<file path="src/httok_pkg.sv">
package httok_pkg;

  localparam int unsigned MaxHeaders = 16;
  localparam int unsigned MaxResults = 4;
  localparam logic [4:0] LimitReset = 5'd16;

  localparam logic [7:0] ChSpace = 8'h20;
  localparam logic [7:0] ChTab   = 8'h09;
  localparam logic [7:0] ChCr    = 8'h0D;
  localparam logic [7:0] ChLf    = 8'h0A;
  localparam logic [7:0] ChColon = 8'h3A;

  localparam logic [1:0] EvByte = 2'd0;
  localparam logic [1:0] EvEnd  = 2'd1;
  localparam logic [1:0] EvDone = 2'd2;
  localparam logic [1:0] EvErr  = 2'd3;

  localparam logic [2:0] KindNone  = 3'd0;
  localparam logic [2:0] KindName  = 3'd3;
  localparam logic [2:0] KindValue = 3'd4;

  localparam logic [1:0] ErrNone = 2'd0;
  localparam logic [1:0] ErrEnd  = 2'd1;
  localparam logic [1:0] ErrMany = 2'd2;

  typedef enum logic [3:0] {
    PhReq,
    PhLine,
    PhLineCr,
    PhName,
    PhValue,
    PhValLf,
    PhValCr,
    PhValCrlf,
    PhDone
  } phase_t;

  typedef struct packed {
    phase_t     phase;
    logic [1:0] line_token;
    logic       token_cut;
    logic [4:0] hdr_count;
    logic       value_started;
  } state_t;

  typedef struct packed {
    logic [1:0] event_res;
    logic [2:0] token_kind;
    logic [7:0] out_byte;
    logic [3:0] header_slot;
    logic [4:0] header_total;
    logic [1:0] error_code;
    logic       run_last;
  } res_t;

  function automatic res_t mk_res(logic [1:0] ev, logic [2:0] kind, logic [7:0] data,
                                  logic [3:0] slot, logic [4:0] total, logic [1:0] err);
    res_t r;
    r.event_res    = ev;
    r.token_kind   = kind;
    r.out_byte     = data;
    r.header_slot  = slot;
    r.header_total = total;
    r.error_code   = err;
    r.run_last     = 1'b0;
    return r;
  endfunction

endpackage

</file>
<file path="src/http_request_header_tokenizer_top.sv">
// Tokenizes an HTTP request one byte per beat into method, URI, version and header
// name/value events, ending with a header-complete or error event. An accepted byte
// is registered, decoded combinationally, and its results (zero to four) are loaded into
// an output buffer that hands out one result per beat; the byte is loaded once the
// buffer is empty or is handing out its last result. Bytes that cause at most one result
// are taken at one per cycle while out_ready stays high; a byte that causes several
// results holds back the next byte until the buffer is down to its last result and that
// result is taken. The header limit register must be written only while no message byte is in flight.
module http_request_header_tokenizer_top (
  input  logic       clk,
  input  logic       rst,
  input  logic       cfg_wr_en,
  input  logic [4:0] cfg_wr_data,
  input  logic       in_valid,
  output logic       in_ready,
  input  logic [7:0] in_byte,
  input  logic       in_last,
  output logic       out_valid,
  input  logic       out_ready,
  output logic [1:0] event_res,
  output logic [2:0] token_kind,
  output logic [7:0] out_byte,
  output logic [3:0] header_slot,
  output logic [4:0] header_total,
  output logic [1:0] error_code,
  output logic       run_last
);

  logic              header_limit;
  logic [4:0]        limit_reg;
  logic              inq_valid;
  logic [7:0]        inq_byte;
  logic              inq_last;
  logic              consume;
  logic              can_load;
  httok_pkg::state_t state;
  httok_pkg::state_t state_next;
  logic [2:0]        res_cnt;
  httok_pkg::res_t   res [httok_pkg::MaxResults];
  httok_pkg::res_t   head_res;

  assign header_limit = cfg_wr_en;
  assign consume  = inq_valid && can_load;
  assign in_ready = !inq_valid || consume;

  always_ff @(posedge clk) begin
    if (rst) begin
      limit_reg <= httok_pkg::LimitReset;
    end else if (header_limit) begin
      limit_reg <= cfg_wr_data;
    end
  end

  always_ff @(posedge clk) begin
    if (rst) begin
      inq_valid <= 1'b0;
    end else if (in_valid && in_ready) begin
      inq_valid <= 1'b1;
    end else if (consume) begin
      inq_valid <= 1'b0;
    end
  end

  always_ff @(posedge clk) begin
    if (in_valid && in_ready) begin
      inq_byte <= in_byte;
      inq_last <= in_last;
    end
  end

  always_ff @(posedge clk) begin
    if (rst) begin
      state.phase         <= httok_pkg::PhReq;
      state.line_token    <= 2'd0;
      state.token_cut     <= 1'b0;
      state.hdr_count     <= 5'd0;
      state.value_started <= 1'b0;
    end else if (consume) begin
      state <= state_next;
    end
  end

  httok_step u_step (
    .state        (state),
    .data         (inq_byte),
    .last         (inq_last),
    .header_limit (limit_reg),
    .state_next   (state_next),
    .res_cnt      (res_cnt),
    .res          (res)
  );

  httok_obuf u_obuf (
    .clk       (clk),
    .rst       (rst),
    .load      (consume),
    .load_cnt  (res_cnt),
    .load_res  (res),
    .can_load  (can_load),
    .out_valid (out_valid),
    .out_ready (out_ready),
    .head_res  (head_res)
  );

  assign event_res    = head_res.event_res;
  assign token_kind   = head_res.token_kind;
  assign out_byte     = head_res.out_byte;
  assign header_slot  = head_res.header_slot;
  assign header_total = head_res.header_total;
  assign error_code   = head_res.error_code;
  assign run_last     = head_res.run_last;

endmodule

</file>
<file path="src/httok_step.sv">
module httok_step (
  input  httok_pkg::state_t state,
  input  logic [7:0]        data,
  input  logic              last,
  input  logic [4:0]        header_limit,
  output httok_pkg::state_t state_next,
  output logic [2:0]        res_cnt,
  output httok_pkg::res_t   res [httok_pkg::MaxResults]
);

  localparam logic [7:0] MaxH = 8'(httok_pkg::MaxHeaders);

  logic [7:0]        eff_limit;
  httok_pkg::phase_t ph;
  logic [1:0]        lt;
  logic              cut;
  logic [4:0]        cnt;
  logic              vs;
  logic [2:0]        n;
  logic              go_line;
  logic              go_name;
  logic              go_value;
  logic              blank;
  logic              eol;

  assign eff_limit = ({3'b0, header_limit} > MaxH) ? MaxH : {3'b0, header_limit};
  assign blank = (data == httok_pkg::ChSpace) || (data == httok_pkg::ChTab);
  assign eol = (data == httok_pkg::ChLf) || (data == httok_pkg::ChCr);

  always_comb begin
    ph       = state.phase;
    lt       = state.line_token;
    cut      = state.token_cut;
    cnt      = state.hdr_count;
    vs       = state.value_started;
    n        = 3'd0;
    go_line  = 1'b0;
    go_name  = 1'b0;
    go_value = 1'b0;
    for (int i = 0; i < httok_pkg::MaxResults; i++) begin
      res[i] = '0;
    end

    unique case (state.phase)
      httok_pkg::PhReq: begin
        if (last) begin
          res[n[1:0]] = httok_pkg::mk_res(httok_pkg::EvErr, httok_pkg::KindNone, 8'd0,
                                          4'd0, 5'd0, httok_pkg::ErrEnd);
          n = n + 3'd1;
          ph = httok_pkg::PhDone;
        end else if (data == httok_pkg::ChSpace && lt < 2'd2) begin
          if (!cut) begin
            res[n[1:0]] = httok_pkg::mk_res(httok_pkg::EvEnd, {1'b0, lt}, 8'd0,
                                            4'd0, 5'd0, httok_pkg::ErrNone);
            n = n + 3'd1;
          end
          lt = lt + 2'd1;
          cut = 1'b0;
        end else if (data == httok_pkg::ChCr) begin
          if (!cut) begin
            res[n[1:0]] = httok_pkg::mk_res(httok_pkg::EvEnd, {1'b0, lt}, 8'd0,
                                            4'd0, 5'd0, httok_pkg::ErrNone);
            n = n + 3'd1;
          end
          cut = 1'b1;
        end else if (data == httok_pkg::ChLf) begin
          if (lt < 2'd2) begin
            res[n[1:0]] = httok_pkg::mk_res(httok_pkg::EvErr, httok_pkg::KindNone, 8'd0,
                                            4'd0, 5'd0, httok_pkg::ErrEnd);
            n = n + 3'd1;
            ph = httok_pkg::PhDone;
          end else begin
            if (!cut) begin
              res[n[1:0]] = httok_pkg::mk_res(httok_pkg::EvEnd, {1'b0, lt}, 8'd0,
                                              4'd0, 5'd0, httok_pkg::ErrNone);
              n = n + 3'd1;
            end
            cut = 1'b0;
            cnt = 5'd0;
            ph = httok_pkg::PhLine;
          end
        end else if (!cut) begin
          res[n[1:0]] = httok_pkg::mk_res(httok_pkg::EvByte, {1'b0, lt}, data,
                                          4'd0, 5'd0, httok_pkg::ErrNone);
          n = n + 3'd1;
        end
      end
      httok_pkg::PhLine: begin
        go_line = 1'b1;
      end
      httok_pkg::PhLineCr: begin
        if (data == httok_pkg::ChLf) begin
          res[n[1:0]] = httok_pkg::mk_res(httok_pkg::EvDone, httok_pkg::KindNone, 8'd0,
                                          4'd0, cnt, httok_pkg::ErrNone);
          n = n + 3'd1;
        end else begin
          res[n[1:0]] = httok_pkg::mk_res(httok_pkg::EvErr, httok_pkg::KindNone, 8'd0,
                                          4'd0, 5'd0,
                                          ({3'b0, cnt} >= eff_limit) ? httok_pkg::ErrMany
                                                                     : httok_pkg::ErrEnd);
          n = n + 3'd1;
        end
        ph = httok_pkg::PhDone;
      end
      httok_pkg::PhName: begin
        go_name = 1'b1;
      end
      httok_pkg::PhValue: begin
        go_value = 1'b1;
      end
      httok_pkg::PhValLf, httok_pkg::PhValCrlf: begin
        if (blank) begin
          for (int i = 0; i < 3; i++) begin
            if (i < 2 || state.phase == httok_pkg::PhValCrlf) begin
              res[n[1:0]] = httok_pkg::mk_res(httok_pkg::EvByte, httok_pkg::KindValue,
                                              httok_pkg::ChSpace, cnt[3:0], 5'd0,
                                              httok_pkg::ErrNone);
              n = n + 3'd1;
            end
          end
          ph = httok_pkg::PhValue;
          if (last) begin
            res[n[1:0]] = httok_pkg::mk_res(httok_pkg::EvErr, httok_pkg::KindNone, 8'd0,
                                            4'd0, 5'd0, httok_pkg::ErrEnd);
            n = n + 3'd1;
            ph = httok_pkg::PhDone;
          end
        end else begin
          res[n[1:0]] = httok_pkg::mk_res(httok_pkg::EvEnd, httok_pkg::KindValue, 8'd0,
                                          cnt[3:0], 5'd0, httok_pkg::ErrNone);
          n = n + 3'd1;
          cnt = cnt + 5'd1;
          ph = httok_pkg::PhLine;
          go_line = 1'b1;
        end
      end
      httok_pkg::PhValCr: begin
        if (data == httok_pkg::ChLf) begin
          if (last) begin
            res[n[1:0]] = httok_pkg::mk_res(httok_pkg::EvErr, httok_pkg::KindNone, 8'd0,
                                            4'd0, 5'd0, httok_pkg::ErrEnd);
            n = n + 3'd1;
            ph = httok_pkg::PhDone;
          end else begin
            ph = httok_pkg::PhValCrlf;
          end
        end else begin
          res[n[1:0]] = httok_pkg::mk_res(httok_pkg::EvByte, httok_pkg::KindValue,
                                          httok_pkg::ChCr, cnt[3:0], 5'd0,
                                          httok_pkg::ErrNone);
          n = n + 3'd1;
          go_value = 1'b1;
        end
      end
      httok_pkg::PhDone: begin
        ph = httok_pkg::PhDone;
      end
      default: begin
        ph = httok_pkg::PhDone;
      end
    endcase

    if (go_line) begin
      if (data == httok_pkg::ChLf) begin
        res[n[1:0]] = httok_pkg::mk_res(httok_pkg::EvDone, httok_pkg::KindNone, 8'd0,
                                        4'd0, cnt, httok_pkg::ErrNone);
        n = n + 3'd1;
        ph = httok_pkg::PhDone;
      end else if (data == httok_pkg::ChCr) begin
        if (last) begin
          res[n[1:0]] = httok_pkg::mk_res(httok_pkg::EvErr, httok_pkg::KindNone, 8'd0,
                                          4'd0, 5'd0, httok_pkg::ErrEnd);
          n = n + 3'd1;
          ph = httok_pkg::PhDone;
        end else begin
          ph = httok_pkg::PhLineCr;
        end
      end else if ({3'b0, cnt} >= eff_limit) begin
        res[n[1:0]] = httok_pkg::mk_res(httok_pkg::EvErr, httok_pkg::KindNone, 8'd0,
                                        4'd0, 5'd0, httok_pkg::ErrMany);
        n = n + 3'd1;
        ph = httok_pkg::PhDone;
      end else begin
        cut = 1'b0;
        ph = httok_pkg::PhName;
        go_name = 1'b1;
      end
    end

    if (go_name) begin
      if (eol) begin
        res[n[1:0]] = httok_pkg::mk_res(httok_pkg::EvErr, httok_pkg::KindNone, 8'd0,
                                        4'd0, 5'd0, httok_pkg::ErrEnd);
        n = n + 3'd1;
        ph = httok_pkg::PhDone;
      end else begin
        if (data == httok_pkg::ChColon) begin
          if (!cut) begin
            res[n[1:0]] = httok_pkg::mk_res(httok_pkg::EvEnd, httok_pkg::KindName, 8'd0,
                                            cnt[3:0], 5'd0, httok_pkg::ErrNone);
            n = n + 3'd1;
          end
          cut = 1'b0;
          vs = 1'b0;
          ph = httok_pkg::PhValue;
        end else if (blank) begin
          if (!cut) begin
            res[n[1:0]] = httok_pkg::mk_res(httok_pkg::EvEnd, httok_pkg::KindName, 8'd0,
                                            cnt[3:0], 5'd0, httok_pkg::ErrNone);
            n = n + 3'd1;
          end
          cut = 1'b1;
        end else if (!cut) begin
          res[n[1:0]] = httok_pkg::mk_res(httok_pkg::EvByte, httok_pkg::KindName, data,
                                          cnt[3:0], 5'd0, httok_pkg::ErrNone);
          n = n + 3'd1;
        end
        if (last) begin
          res[n[1:0]] = httok_pkg::mk_res(httok_pkg::EvErr, httok_pkg::KindNone, 8'd0,
                                          4'd0, 5'd0, httok_pkg::ErrEnd);
          n = n + 3'd1;
          ph = httok_pkg::PhDone;
        end
      end
    end

    if (go_value) begin
      ph = httok_pkg::PhValue;
      if (eol) begin
        vs = 1'b1;
        if (last) begin
          res[n[1:0]] = httok_pkg::mk_res(httok_pkg::EvErr, httok_pkg::KindNone, 8'd0,
                                          4'd0, 5'd0, httok_pkg::ErrEnd);
          n = n + 3'd1;
          ph = httok_pkg::PhDone;
        end else if (data == httok_pkg::ChLf) begin
          ph = httok_pkg::PhValLf;
        end else begin
          ph = httok_pkg::PhValCr;
        end
      end else begin
        if (vs || !blank) begin
          vs = 1'b1;
          res[n[1:0]] = httok_pkg::mk_res(httok_pkg::EvByte, httok_pkg::KindValue, data,
                                          cnt[3:0], 5'd0, httok_pkg::ErrNone);
          n = n + 3'd1;
        end
        if (last) begin
          res[n[1:0]] = httok_pkg::mk_res(httok_pkg::EvErr, httok_pkg::KindNone, 8'd0,
                                          4'd0, 5'd0, httok_pkg::ErrEnd);
          n = n + 3'd1;
          ph = httok_pkg::PhDone;
        end
      end
    end

    if (n != 3'd0) begin
      res[2'(n - 3'd1)].run_last = 1'b1;
    end

    if (last) begin
      ph  = httok_pkg::PhReq;
      lt  = 2'd0;
      cut = 1'b0;
      cnt = 5'd0;
      vs  = 1'b0;
    end

    state_next.phase         = ph;
    state_next.line_token    = lt;
    state_next.token_cut     = cut;
    state_next.hdr_count     = cnt;
    state_next.value_started = vs;
    res_cnt                  = n;
  end

endmodule

</file>
<file path="src/httok_obuf.sv">
module httok_obuf (
  input  logic            clk,
  input  logic            rst,
  input  logic            load,
  input  logic [2:0]      load_cnt,
  input  httok_pkg::res_t load_res [httok_pkg::MaxResults],
  output logic            can_load,
  output logic            out_valid,
  input  logic            out_ready,
  output httok_pkg::res_t head_res
);

  httok_pkg::res_t buf_res [httok_pkg::MaxResults];
  logic [2:0]      cnt;
  logic [1:0]      head;
  logic            pop;

  assign out_valid = (cnt != 3'd0);
  assign pop       = out_valid && out_ready;
  assign can_load  = (cnt == 3'd0) || (cnt == 3'd1 && out_ready);
  assign head_res  = buf_res[head];

  always_ff @(posedge clk) begin
    if (load) begin
      for (int i = 0; i < httok_pkg::MaxResults; i++) begin
        buf_res[i] <= load_res[i];
      end
    end
  end

  always_ff @(posedge clk) begin
    if (rst) begin
      cnt  <= 3'd0;
      head <= 2'd0;
    end else if (load) begin
      cnt  <= load_cnt;
      head <= 2'd0;
    end else if (pop) begin
      cnt  <= cnt - 3'd1;
      head <= head + 2'd1;
    end
  end

endmodule

</file>
<file path="config.mk">
export PLATFORM = sky130hd
export DESIGN_NAME = http_request_header_tokenizer_top
export DESIGN_NICKNAME = d
export VERILOG_FILES = /design/src/httok_pkg.sv /design/src/http_request_header_tokenizer_top.sv /design/src/httok_step.sv /design/src/httok_obuf.sv
export SDC_FILE = /design/constraint.sdc
export NUM_CORES = 1
export LEC_CHECK = 0
export ABC_AREA = 0
export BUFFER_PORTS_ARGS = -buffer_cell sky130_fd_sc_hd__buf_2
export CAP_MARGIN = 20
export CELL_PAD_IN_SITES_DETAIL_PLACEMENT = 0
export CELL_PAD_IN_SITES_GLOBAL_PLACEMENT = 1
export CORE_MARGIN = 2
export CORE_UTILIZATION = 55
export CTS_BUF_LIST = sky130_fd_sc_hd__clkbuf_4 sky130_fd_sc_hd__clkbuf_8
export DETAILED_ROUTE_END_ITERATION = 10
export PLACE_DENSITY = 0.94
export RECOVER_POWER = 25
export SLEW_MARGIN = 20
export SYNTH_ARGS = -nofsm -noshare
export SYNTH_HDL_FRONTEND = slang
export SYNTH_SLANG_ARGS = --single-unit
</file>
<file path="constraint.sdc">
create_clock -name clk -period 16.85 [get_ports clk]
set_clock_uncertainty 0.05 [all_clocks]
set_input_delay 1.685 -clock clk [delete_from_list [all_inputs] [get_ports clk]]
set_output_delay 1.685 -clock clk [all_outputs]
set_load 0.1 [all_outputs]
</file>
After elaboration in Yosys (flattened, before gate mapping)

Memories as Yosys holds them, arrays and structs flattened. A register that Yosys moved wholly into a read port is not among the register bits.
Index checks and enable logic that the tools add are counted.

Memory bits (writable): 100
Input port bits: 19
Logic and storage cells: 298
Register bits: 33
Memories: 1

Memories:

| memory         | words | width | read ports | clocked after memory_dff | wr ports | RTL line         | source |
|---|---|---|---|---|---|---|---|
| u_obuf.buf_res | 4     | 25    | 1          | 1                        | 4        | httok_obuf.sv:13 | `httok_pkg::res_t buf_res [httok_pkg::MaxResults];` |

$lt $le $gt $ge: 22
Eq/ne operators: 13
Bitwise logic cells: 30
Reduce and logical (&&, ||, !) cells: 33
$add $sub $neg: 13
Multiplexer cells: 175

Operators with widths:

| kind                | count |
|---|---|
| $mux 100            | 28 |
| $bwmux 100          | 7 |
| $and 88x88->88      | 7 |
| $not 88->88         | 7 |
| $demux 25 s2        | 9 |
| $mux 25             | 18 |
| $mux 75             | 2 |
| $mux 3              | 35 |
| $pmux 25 s4         | 1 |
| $or 12x12->12       | 7 |
| $mux 4              | 14 |
| $mux 24             | 2 |
| $mux 5              | 8 |
| $mux 1              | 37 |
| $ge 3x3->1 const B  | 9 |
| $lt 3x1->1 const B  | 9 |
| $not 2->3           | 9 |
| $add 3x1->3 const B | 8 |
| $eq 8x4->1 const B  | 3 |
| $mux 22             | 1 |
| $eq 4x3->1 const B  | 4 |
| $eq 8x6->1 const B  | 2 |
| $ge 5x8->1          | 2 |
| $mux 2              | 8 |
| other kinds (23)    | 49 |

Logic depth before layout (Yosys ltp)

Depth after elaboration: 46
Mapped depth: 32

By module

A second synthesis with hierarchy kept.

Cell total of the unflattened synthesis: 782
Area total of the unflattened synthesis: 8,206.6 um2

Modules (own cells, without submodules):

| module                            | sequential area each (um2) | instances | cells each | area an instance (um2) |
|---|---|---|---|---|
| httok_obuf                        | 3,143.0                    | 1         | 171        | 3,952.5 |
| httok_step                        | 0.0                        | 1         | 520        | 3,148.0 |
| http_request_header_tokenizer_top | 650.6                      | 1         | 91         | 1,106.1 |

Least setup slack after synthesis

Ideal clock, no wire load.

Kind: reg-to-reg
From: reg inq_byte[1]
To: mem u_obuf.buf_res[0][10] (netlist bit), data pin
Library setup time: 256 ps
Setup slack: 10,153 ps
Data required time: 16,544 ps
Stages on the path, launching flop included: 29
Arrival time: 6,390 ps
Path through: edfxtp_1 -> or4_4 -> a211o_1 -> clkinv_2 -> ha_1 -> o21ai_0 -> inv_1 -> ha_1 -> nand2b_1 -> a2111oi_0 -> o21bai_1 -> o221a_4 -> xnor2_2 -> ha_1 -> nand2_1 -> o21ai_0 -> ha_1 -> nand3_1 -> o211a_1 -> o21ai_2 -> ha_1 -> mux2i_1 -> ha_1 -> nand2_1 -> nand2_1 -> o21ai_0 -> a31oi_1 -> nor3_2 -> a22o_1

RTL lines:

| what                   | RTL line                                | source |
|---|---|---|
| from (decl)            | http_request_header_tokenizer_top.sv:32 | `logic [7:0] inq_byte;` |
| from (signal assigned) | http_request_header_tokenizer_top.sv:66 | `inq_byte <= in_byte;` |
| to (decl)              | httok_obuf.sv:13                        |  |

==> metrics.txt <==
Finished Cell Area between 0.008 and 0.009 mm²; flop-to-flop setup slack approximately 8.6 ns; setup_tns 0 ns; CP peak stage delay 0.59 ns; class of the most critical setup path flop to flop; Initial Utilization 56.1%; Post-Place Worst Slack around 9 ns; area of the mapped netlist approximately 0.0078 mm²; synthesis-to-finish area growth 9.37%; top cells by area, synth edfxtp_1 41%, mux4_2 7.3%, dfxtp_1 6.7%; Hold Fails Final Rpt 0; CP endpoint kind flop; FP Rows between 40 and 50; yosys warns 0; nature of the critical path startpoint flop; min cycle time layout between 8 and 9 ns; biggest regs u_obuf.buf_res (97), state (13), inq_byte (8); PwrDens ~140 mW/mm²; FMAX 121 MHz; r2r startpoint inq_byte[4]; CTS resizes 0; Worst Setup SP inq_byte[4]; routed wire length per instance about 24 µm; Internal 0.000660 W; critical path arrival between 8 and 9 ns; Min-Delay Startpoint limit_reg[2]; worst skew pair latency about 0.45 ns; worst hold path type flop to flop; worst-margin pin slew 1.98 ns; Post-DP Area 0.00807 mm²; EDFF count, synth roughly 110; final WL about 23 mm; Mean Syn Cell Area between 10 and 15 µm²; Synth Flop Type edfxtp_1; max reg flops 97; GRT Overall Usage between 30 and 40%; post-synthesis register bit count 132; NetSw approximately 0.00049 W; Layout Nets 802; initial antenna violation count 0; Netlist cell types 89; die extent in y 123 µm; setup ws final ~8.6 ns; Reg2Reg Depth 28; Antenna Violating Nets Remaining 0; cell with the most instances after synthesis edfxtp_1; HPWL Detailed 16.1 mm; Max Slew Vio Count 47; Critical Path Fanout Max 11; cell taking the most area after synthesis edfxtp_1; DRC 0; status finished, violations left; layout cells sized above 1 17.9%; Storage cell area between 0.003 and 0.004 mm²; # IOs 46; async set or reset register ratio after synthesis 0%; post-synthesis instance total 717; largest net degree at the start of global routing 64; Max transition margin -32.9%; Pwr Total roughly 0.0012 W; Final Cycle Share roughly 50%; Lkg Pwr 3.13 nW; reg2reg end u_obuf.buf_res[3][23]; PortBufs 45; die area 0.0151 mm²; Worst-path clk slew approximately 0.080 ns; Max VDD drop between 60 and 70 µV; max cap viols 1; critical path endpoint u_obuf.buf_res[3][23]; slowest cell on the critical path a2111oi_0; top-area cell type share of the netlist area around 40%; post-synthesis sequential area ratio ~48%; share of total power in the clock network around 24%; depth of the CTS H-tree 4; CTS sink cnt 132; Most flops, register u_obuf.buf_res; Core Box Area approximately 0.014 mm²; cts bufs inserted 17; hold_buf cts 0; multi-input logic area 0.00375 mm²; CTS tree yes; First DRT Iteration DRCs 976; Vias/cell between 6 and 7; vias around 6300; Req. time, crit path roughly 17 ns; RSZ-0062 raised after global routing false; Final setup viols 0; Synth top cells by count 106 x edfxtp_1, 73 x nand2_1, 57 x nor2_1, 37 x ha_1, 37 x o21ai_0; most common cell type on the critical path ha_1; global-route wire length before repair around 34 mm; maximum root-to-sink buffer count 2; vias in the first global route ~6000; fillers ~1100; Die Wd approximately 120 µm; RePlAce Congestion 0.994; net count after synthesis 773; First-pass DRT Iterations 6; Root Driver clkbuf_8; Seq pwr share around two fifths; setup bufs post-CTS 0; hold path depth 2; total gr overflow 0; switch share 42.7%; failing checks capacitance limit, slew limit; Comb pwr share approximately 36%
## worst min-delay path by stage
stage                         to  slack, ns
floorplan           limit_reg[0]       0.40
global route            state[0]       0.50
CTS                 limit_reg[2]       0.46
global placement    limit_reg[0]       0.42
detailed placement  limit_reg[2]       0.44
finish              limit_reg[2]       0.46
## power groups by stage
stage               clock network, W  logic, W  registers, W
floorplan                          0  0.000365      0.000449
global placement                   0  0.000405      0.000463
detailed placement                 0  0.000410      0.000470
CTS                         0.000279  0.000411      0.000463
global route                0.000292  0.000427      0.000471
finish                      0.000280  0.000409      0.000463
## kinds of logic after synthesis
family	share of synthesized area (%)
multiplexers	8.18
AO/OA/AOI/OAI	16.2
buffers and inverters	3.97
flip-flops	47.8
adder cells (fa/ha/maj)	5.97
XOR/XNOR	1.00
AND/OR/NAND/NOR	16.9
## metrics by stage
step,hold WS (ns),cells,utilization (%)
after floorplan,0.402,717,-
after global placement,0.423,907,58.4
after detailed placement,0.443,907,58.4
after CTS,0.460,939,61.4
after global routing,0.496,939,61.3
final,0.462,940,61.3
## per-layer routing
metal	up-vias	routed length, µm	share of wire, %	GRT usage, %
met4	0	928	4.1	14.0
met2	433	10400	46	48.3
met3	71	2330	10	7.43
li1	2754	-	-	-
met5	-	0	0	0
met1	3037	8830	39	40.8
## cell usage in the layout, fill, tap and decap left out, drive strengths merged, types with 5 or more instances in the layout
master,count
dfxtp,26
o211ai,8
and3,5
mux4,25
a32oi,6
a21o,12
a21oi,39
and2,34
edfxtp,106
inv,32
a31oi,9
o21ai,44
or3,5
nand3,17
clkinv,7
xnor2,5
ha,37
mux2i,6
buf,47
nor2b,7
nand2b,11
nor3,15
nand2,74
nand4,6
nor2,59
nor4,7
clkbuf,21
a22o,11
## layout make-up
class                           count  share of cell area (%)
Antenna cell                        1                  0.0295
Clock buffer                       17                    2.76
Clock inverter                     15                    2.11
Inverter                           31                    1.43
Multi-Input combinational cell    513                    44.2
Sequential cell                   132                    43.7
Tap cell                          180                    2.66
Timing Repair Buffer               51                    3.13
## worst max-delay path: cells and delay by family, from the launching register on
kind                     cells  cell delay (ns)
adder cells (fa/ha/maj)      6             1.79
AND/OR/NAND/NOR              5             1.06
AO/OA/AOI/OAI               11             3.16
XOR/XNOR                     1             0.37
buffers and inverters        3             0.55
flip-flops                   1             0.53
multiplexers                 2             0.44
(Power assumes the default switching activity.)
